--- config.mk ---
export PLATFORM = sky130hd
export DESIGN_NAME = charset_name_whitelist_matcher
export DESIGN_NICKNAME = d
export VERILOG_FILES = /design/src/hdl/csnwm_pkg.sv /design/src/hdl/charset_name_whitelist_matcher.sv
export SDC_FILE = /design/constraint.sdc
export NUM_CORES = 1
export LEC_CHECK = 0
export BUFFER_PORTS_ARGS = -buffer_cell sky130_fd_sc_hd__buf_2
export CORE_AREA = 2 2 62 79
export CTS_CLUSTER_SIZE = 12
export DETAILED_ROUTE_END_ITERATION = 8
export DIE_AREA = 0 0 64 81
export MAX_ROUTING_LAYER = met4
export PLACE_DENSITY = 0.84
export SLEW_MARGIN = 15
export SYNTH_ARGS = -nofsm -noshare
export SYNTH_HDL_FRONTEND = slang
export SYNTH_SLANG_ARGS = --single-unit
--- constraint.sdc ---
create_clock -name i_clk -period 3.6 [get_ports i_clk]
set_input_delay 0.36 -clock i_clk [delete_from_list [all_inputs] [get_ports i_clk]]
set_output_delay 0.36 -clock i_clk [all_outputs]
set_load 0.02 [all_outputs]
--- src/hdl/csnwm_pkg.sv ---
// ----------------------------------------------------------------------------
// csnwm_pkg
// Types and pattern tables for the charset name whitelist matcher.
// ----------------------------------------------------------------------------
package csnwm_pkg;

    typedef logic [7:0] t_byte;

    localparam int unsigned TABLE_SIZE = 8;
    localparam int unsigned PREFIX_MAX = 8;
    localparam int unsigned POS_W      = 5;
    localparam int unsigned IDX_W      = 3;

    typedef logic [POS_W-1:0]      t_pos;
    typedef logic [TABLE_SIZE-1:0] t_alive;
    typedef logic [IDX_W-1:0]      t_idx;

    localparam t_pos POS_MAX = t_pos'(31);

    // Prefix text, character 0 in the lowest byte.
    localparam t_byte PREFIX_TEXT [TABLE_SIZE][PREFIX_MAX] = '{
        '{"u", "s", "-", "a", "s", "c", "i", "i"},
        '{"i", "s", "o", 8'h00, 8'h00, 8'h00, 8'h00, 8'h00},
        '{"u", "t", "f", "-", "7", 8'h00, 8'h00, 8'h00},
        '{"k", "o", "i", "8", "-", "r", 8'h00, 8'h00},
        '{"k", "o", "i", "8", "-", "u", 8'h00, 8'h00},
        '{"w", "i", "n", "d", "o", "w", "s", "-"},
        '{"c", "p", 8'h00, 8'h00, 8'h00, 8'h00, 8'h00, 8'h00},
        '{"u", "t", "f", "-", "8", 8'h00, 8'h00, 8'h00}
    };

    localparam t_pos PREFIX_LEN [TABLE_SIZE] = '{
        t_pos'(8), t_pos'(3), t_pos'(5), t_pos'(6),
        t_pos'(6), t_pos'(8), t_pos'(2), t_pos'(5)
    };

    // Terminated patterns must end right after their prefix.
    localparam logic PREFIX_CLOSED [TABLE_SIZE] = '{
        1'b1, 1'b0, 1'b0, 1'b1, 1'b1, 1'b0, 1'b0, 1'b0
    };

    localparam t_byte END_OF_NAME = 8'h00;

endpackage

--- src/hdl/charset_name_whitelist_matcher.sv ---
// ----------------------------------------------------------------------------
// charset_name_whitelist_matcher
// Checks a zero-terminated charset name, one byte per item, against a fixed
// table of eight name patterns and reports the first pattern that matched.
// ----------------------------------------------------------------------------
//
// Channel  | Dir | Fields (tdata, lowest bit first)
// ---------+-----+--------------------------------------------------------
// s (in)   | in  | char_code[7:0]
// m (out)  | out | whitelisted[0], match_index[3:1], zero pad [7:4]
//
// Flow: one byte is taken every clock unless a zero byte waits on a held
//   result. A byte is held in the input register, where all pattern checks
//   run in parallel against the running state; the zero byte then loads
//   the result register once the result slot is free.
// Reset: synchronous, active low; clears both valid flags, the byte position
//   and sets every pattern alive.
// Stalls: only a zero byte waits on the result register; other bytes never
//   stall, so input ready drops only while a result is held and a zero byte
//   waits behind it.
//
module charset_name_whitelist_matcher #(
    parameter int unsigned MAX_SUFFIX_CHARS = 8,
    parameter int unsigned PATTERN_COUNT    = 8
) (
    input  logic       i_clk,
    input  logic       i_rst_n,
    input  logic       i_s_tvalid,
    output logic       o_s_tready,
    input  logic [7:0] i_s_tdata,   // [7:0] char_code
    output logic       o_m_tvalid,
    input  logic       i_m_tready,
    output logic [7:0] o_m_tdata    // [0] whitelisted, [3:1] match_index, [7:4] zero
);

    localparam int unsigned ACTIVE_COUNT =
        (PATTERN_COUNT > csnwm_pkg::TABLE_SIZE) ? csnwm_pkg::TABLE_SIZE : PATTERN_COUNT;
    localparam logic [5:0] SUFFIX_LIMIT = 6'(MAX_SUFFIX_CHARS);

    // Input register
    logic             r_in_valid;
    csnwm_pkg::t_byte r_in_data;

    // Matching state
    csnwm_pkg::t_pos   r_pos,   n_pos;
    csnwm_pkg::t_alive r_alive, n_alive;

    // Result register
    logic             r_out_valid, n_out_valid;
    logic             r_out_hit,   n_out_hit;
    csnwm_pkg::t_idx  r_out_idx,   n_out_idx;

    logic              out_free;
    logic              is_end;
    logic              in_go;
    csnwm_pkg::t_byte  folded;
    logic              suffix_char;
    csnwm_pkg::t_alive step_ok;
    logic              hit;
    csnwm_pkg::t_idx   hit_idx;

    // The result slot is free when empty or being taken this cycle.
    assign out_free   = !r_out_valid || i_m_tready;
    assign is_end     = (r_in_data == csnwm_pkg::END_OF_NAME);
    // Retire the held byte: plain bytes always, the end byte only into a free slot.
    assign in_go      = r_in_valid && (!is_end || out_free);
    assign o_s_tready = !r_in_valid || in_go;

    // Fold upper case to lower case; bytes above 0x7F stay as they are.
    always_comb begin
        if (r_in_data inside {["A":"Z"]}) begin
            folded = r_in_data + 8'h20;
        end else begin
            folded = r_in_data;
        end
        suffix_char = (r_in_data inside {["0":"9"]}) || (r_in_data == "-");
    end

    // Per-pattern check of the held byte against its position.
    always_comb begin
        csnwm_pkg::t_pos over;
        step_ok = '0;
        for (int p = 0; p < csnwm_pkg::TABLE_SIZE; p++) begin
            over = r_pos - csnwm_pkg::PREFIX_LEN[p];
            if (p >= ACTIVE_COUNT) begin
                step_ok[p] = 1'b0;
            end else if (r_pos < csnwm_pkg::PREFIX_LEN[p]) begin
                step_ok[p] = (folded == csnwm_pkg::PREFIX_TEXT[p][r_pos[2:0]]);
            end else if (csnwm_pkg::PREFIX_CLOSED[p]) begin
                step_ok[p] = 1'b0;
            end else begin
                step_ok[p] = suffix_char && ({1'b0, over} < SUFFIX_LIMIT);
            end
        end
    end

    // First live pattern whose prefix was fully seen.
    always_comb begin
        hit     = 1'b0;
        hit_idx = '0;
        for (int p = csnwm_pkg::TABLE_SIZE - 1; p >= 0; p--) begin
            if ((p < ACTIVE_COUNT) && r_alive[p] && (r_pos >= csnwm_pkg::PREFIX_LEN[p])) begin
                hit     = 1'b1;
                hit_idx = csnwm_pkg::IDX_W'(p);
            end
        end
    end

    // Next state and result.
    always_comb begin
        n_pos       = r_pos;
        n_alive     = r_alive;
        n_out_valid = r_out_valid && !i_m_tready;
        n_out_hit   = r_out_hit;
        n_out_idx   = r_out_idx;
        if (in_go) begin
            if (is_end) begin
                n_pos       = '0;
                n_alive     = '1;
                n_out_valid = 1'b1;
                n_out_hit   = hit;
                n_out_idx   = hit_idx;
            end else begin
                n_alive = r_alive & step_ok;
                if (r_pos != csnwm_pkg::POS_MAX) begin
                    n_pos = r_pos + 1'b1;
                end
            end
        end
    end

    always_ff @(posedge i_clk) begin
        if (!i_rst_n) begin
            r_in_valid  <= 1'b0;
            r_pos       <= '0;
            r_alive     <= '1;
            r_out_valid <= 1'b0;
        end else begin
            if (o_s_tready) begin
                r_in_valid <= i_s_tvalid;
            end
            r_pos       <= n_pos;
            r_alive     <= n_alive;
            r_out_valid <= n_out_valid;
        end
    end

    // Payload registers
    always_ff @(posedge i_clk) begin
        if (o_s_tready && i_s_tvalid) begin
            r_in_data <= i_s_tdata;
        end
        r_out_hit <= n_out_hit;
        r_out_idx <= n_out_idx;
    end

    assign o_m_tvalid = r_out_valid;
    assign o_m_tdata  = {4'b0000, r_out_idx, r_out_hit};

`ifndef NO_ASSERTIONS
    // An end byte that retires must leave a result waiting.
    a_end_gives_result: assert property (@(posedge i_clk) disable iff (!i_rst_n)
        (in_go && is_end) |=> o_m_tvalid)
        else $error("end byte retired without a result");

    // After an end byte the matching state is back at its reset values.
    a_state_cleared: assert property (@(posedge i_clk) disable iff (!i_rst_n)
        (in_go && is_end) |=> (r_pos == '0) && (r_alive == '1))
        else $error("state not cleared after end of name");

    // An end byte blocked by a held result stays in the input register.
    a_end_held: assert property (@(posedge i_clk) disable iff (!i_rst_n)
        (r_in_valid && is_end && r_out_valid && !i_m_tready)
            |=> r_in_valid && $stable(r_in_data))
        else $error("end byte lost while result stalled");

    // No match always reports index zero.
    a_miss_index: assert property (@(posedge i_clk) disable iff (!i_rst_n)
        (o_m_tvalid && !o_m_tdata[0]) |-> (o_m_tdata[3:1] == 3'd0))
        else $error("nonzero index without a match");
`endif

endmodule
==> impl_metrics.csv <==
group,metric,value,unit
die,die_w,64,um
status,status,"finished clean",
logic_synthesis,yosys_warnings,0,
route,wl_per_cell,18.4,um
layout,fin_cells,373,
route,vias_per_cell,6.54,
clock_tree,path_clk_slew,0.09,ns
timing,drv_slew,0,
job,maxCapViolCount,0,
route,drc_errors,0,
placed_design,dp_hpwl,4.99,mm
worst_setup_path,required,3.24,ns
layout,num-nets-final,338,
worst_setup_path,worstSetupStartpointType,"register",
timing,period_share,80.3,%
logic_synthesis,yosysSeqAreaShare,25.8,%
grt,grt_max_degree,22,
timing,fin_ws,0.709,ns
route,ant_nets,0,
logic_synthesis,synth-adder-area-share,5.86,%
die,num_io_pins,22,
layout,syn_to_final_growth,4.15,%
die,rows,28,
timing,min_period,2.89,ns
timing,maxSlewHeadroom,32.1,%
grt,antenna_found_initial,0,
logic_synthesis,synth_simple_gate_area_share,21.0,%
timing,tightest_slew,1.01,ns
grt,grt_pass1_wl,11.1,mm
placed_design,portBuffers,17,
logic_synthesis,synth_compound_area_share,28.0,%
clock_tree,numCtsBuffers,3,
clock_tree,cts_tree,"built",
clock_tree,postCtsHoldBufs,0,
clock_tree,cts_root_buf,"clkbuf_8",
worst_setup_path,worst_ep_arrival_time,2.53,ns
layout,drive_gt1_share,12.8,%
clock_tree,clock_latency,0.29,ns
placed_design,place_congestion,0.987,
power,ir_drop,0.000301,V
timing,hold_viol,0,
route,drtIter0Drc,142,
timing,setup_viol,0,
logic_synthesis,ys.flop_type,"dfxtp_1",
die,coreArea,4520,um2
die,initial_core_util,56.7,%
logic_synthesis,ys_async_sr_fraction,0,%
logic_synthesis,synth_edf_count,12,
clock_tree,cts_resized,0,
grt,grt-ovfl-total,0,
logic_synthesis,yosysUniqueCellTypes,65,
die,fp.dieH,81,um
timing,tns,0,ns
route,totalWireLength,6.85,mm
grt,first_global_vias,2368,
route,first_pass_iters,4,
logic_synthesis,synth-xor-area-share,7.86,%
clock_tree,cts.sinks,27,
placed_design,preCtsSetupSlack,0.965,ns
logic_synthesis,syn-mean-instance-area,8.14,um2
worst_hold_path,hp-class,"in2reg",
clock_tree,post_cts_buffers,0,
placed_design,dp.cells,369,
timing,fin_skew,0.00818,ns
die,die-area,5180,um2
logic_synthesis,synthCells,315,
layout,final_core_util,59.1,%
worst_setup_path,critPathKind,"reg2out",
worst_setup_path,cp_max_fo,18,
logic_synthesis,ys_ff_latch,27,
layout,antenna_cells,0,
logic_synthesis,syn_area,2560,um2
timing,fmax,346,MHz
logic_synthesis,synth_top_family_by_area,"compound AO/OA/AOI/OAI gates",
grt,grt_use_total,28.3,%
power,finalPower,745,uW
route,vias,2438,
timing,rsz0062_at_grt,"no",
logic_synthesis,synth_mux_area_share,2.39,%
power,p_leak,0.000997,uW
clock_tree,clk_path_buf_depth,2,
clock_tree,h-tree-depth,1,
worst_setup_path,critPathCaptureType,"output port",
power,p_per_area,279,nW/um2
==> power by group <==
group	leakage [uW]	internal, uW	switching, uW
Sequential	0.000239	336	33.6
Clock	0.0000260	79.7	106
Combinational	0.000732	80.5	110
==> worst max-delay path: stages, from the launching register on <==
cell and delay [ns]:
edfxtp_1 0.67, or4_4 0.64, or4b_4 0.59, nor2_2 0.14, inv_1 0.05, buf_2 0.15
==> cell usage in the layout (no fill, tap or decap), drive strengths merged, types with 7 or more instances in the layout <==
cell	count
nor2b	14
dfxtp	15
a21oi	22
nand3	10
o211ai	7
nor3	7
inv	18
edfxtp	12
xnor2	14
xor2	9
ha	12
nor2	16
buf	24
o21ai	16
nand2	18
==> sequential cells by signal, summed over array words and instances (netlist names) <==
register	count
o_m_tvalid	1
r_out_idx	3
r_in_data	8
r_pos	5
r_in_valid	1
r_out_hit	1
r_alive	8
==> cells in the mapped netlist (all sizes together) (5+ instances only) <==
master,instances,area (um2)
mux2i,5,50.1
a21oi,22,110
o211ai,7,52.6
o21ai,16,83.8
or3,5,31.3
clkbuf,16,60.1
xor2,9,78.8
buf,17,105
a21boi,5,37.5
a22oi,5,37.5
nand2b,5,31.3
nor2b,14,90.1
ha,12,150
nor3,7,35.0
dfxtp,15,300
nor2,16,70.1
edfxtp,12,360
o2111ai,6,52.6
xnor2,14,123
inv,17,63.8
nand2,18,67.6
nand3,10,50.1
o31ai,5,37.5
==> logic make-up after synthesis <==
group / count (synthesis)
multiplexers: 6
adder cells (fa/ha/maj): 12
AO/OA/AOI/OAI: 101
other: 1
buffers and inverters: 50
AND/OR/NAND/NOR: 95
flip-flops: 27
XOR/XNOR: 23
==> path summary, 6_finish.rpt <==
path              slack [ns]         start  cells past startpoint           end
hold reg to reg         0.54    r_alive[4]                      2    r_alive[4]
setup reg to reg        0.84  r_in_data[3]                      5      r_pos[1]
hold / removal          0.25  i_s_tdata[6]                      1  r_in_data[6]
setup / recovery        0.71  r_in_data[3]                      5    o_s_tready
==> per-stage QoR <==
stage | area, um2 | hold slack [ns]
6_report | 2670 | 0.245
5_1_grt | 2670 | 0.241
3_3_place_gp | 2620 | 0.521
3_5_place_dp | 2620 | 0.530
2_1_floorplan | 2570 | 0.449
4_1_cts | 2670 | 0.247
==> routing by layer <==
metal,wire length (um),GRT usage (%),up-vias
li1,-,-,1141
met1,2680,31.1,1150
met2,3460,48.4,116
met3,423,3.60,31
met4,291,17.6,0
met5,0,-,-
==> layout make-up <==
cell class	count	area (um2)
Multi-Input combinational cell	241	1690
Sequential cell	27	661
Inverter	17	63.8
Timing Repair Buffer	24	138
Clock inverter	1	6.26
Tap cell	60	75.1
Fill cell	402	1850
Clock buffer	3	41.3
Power figures use the tool's default switching activity.
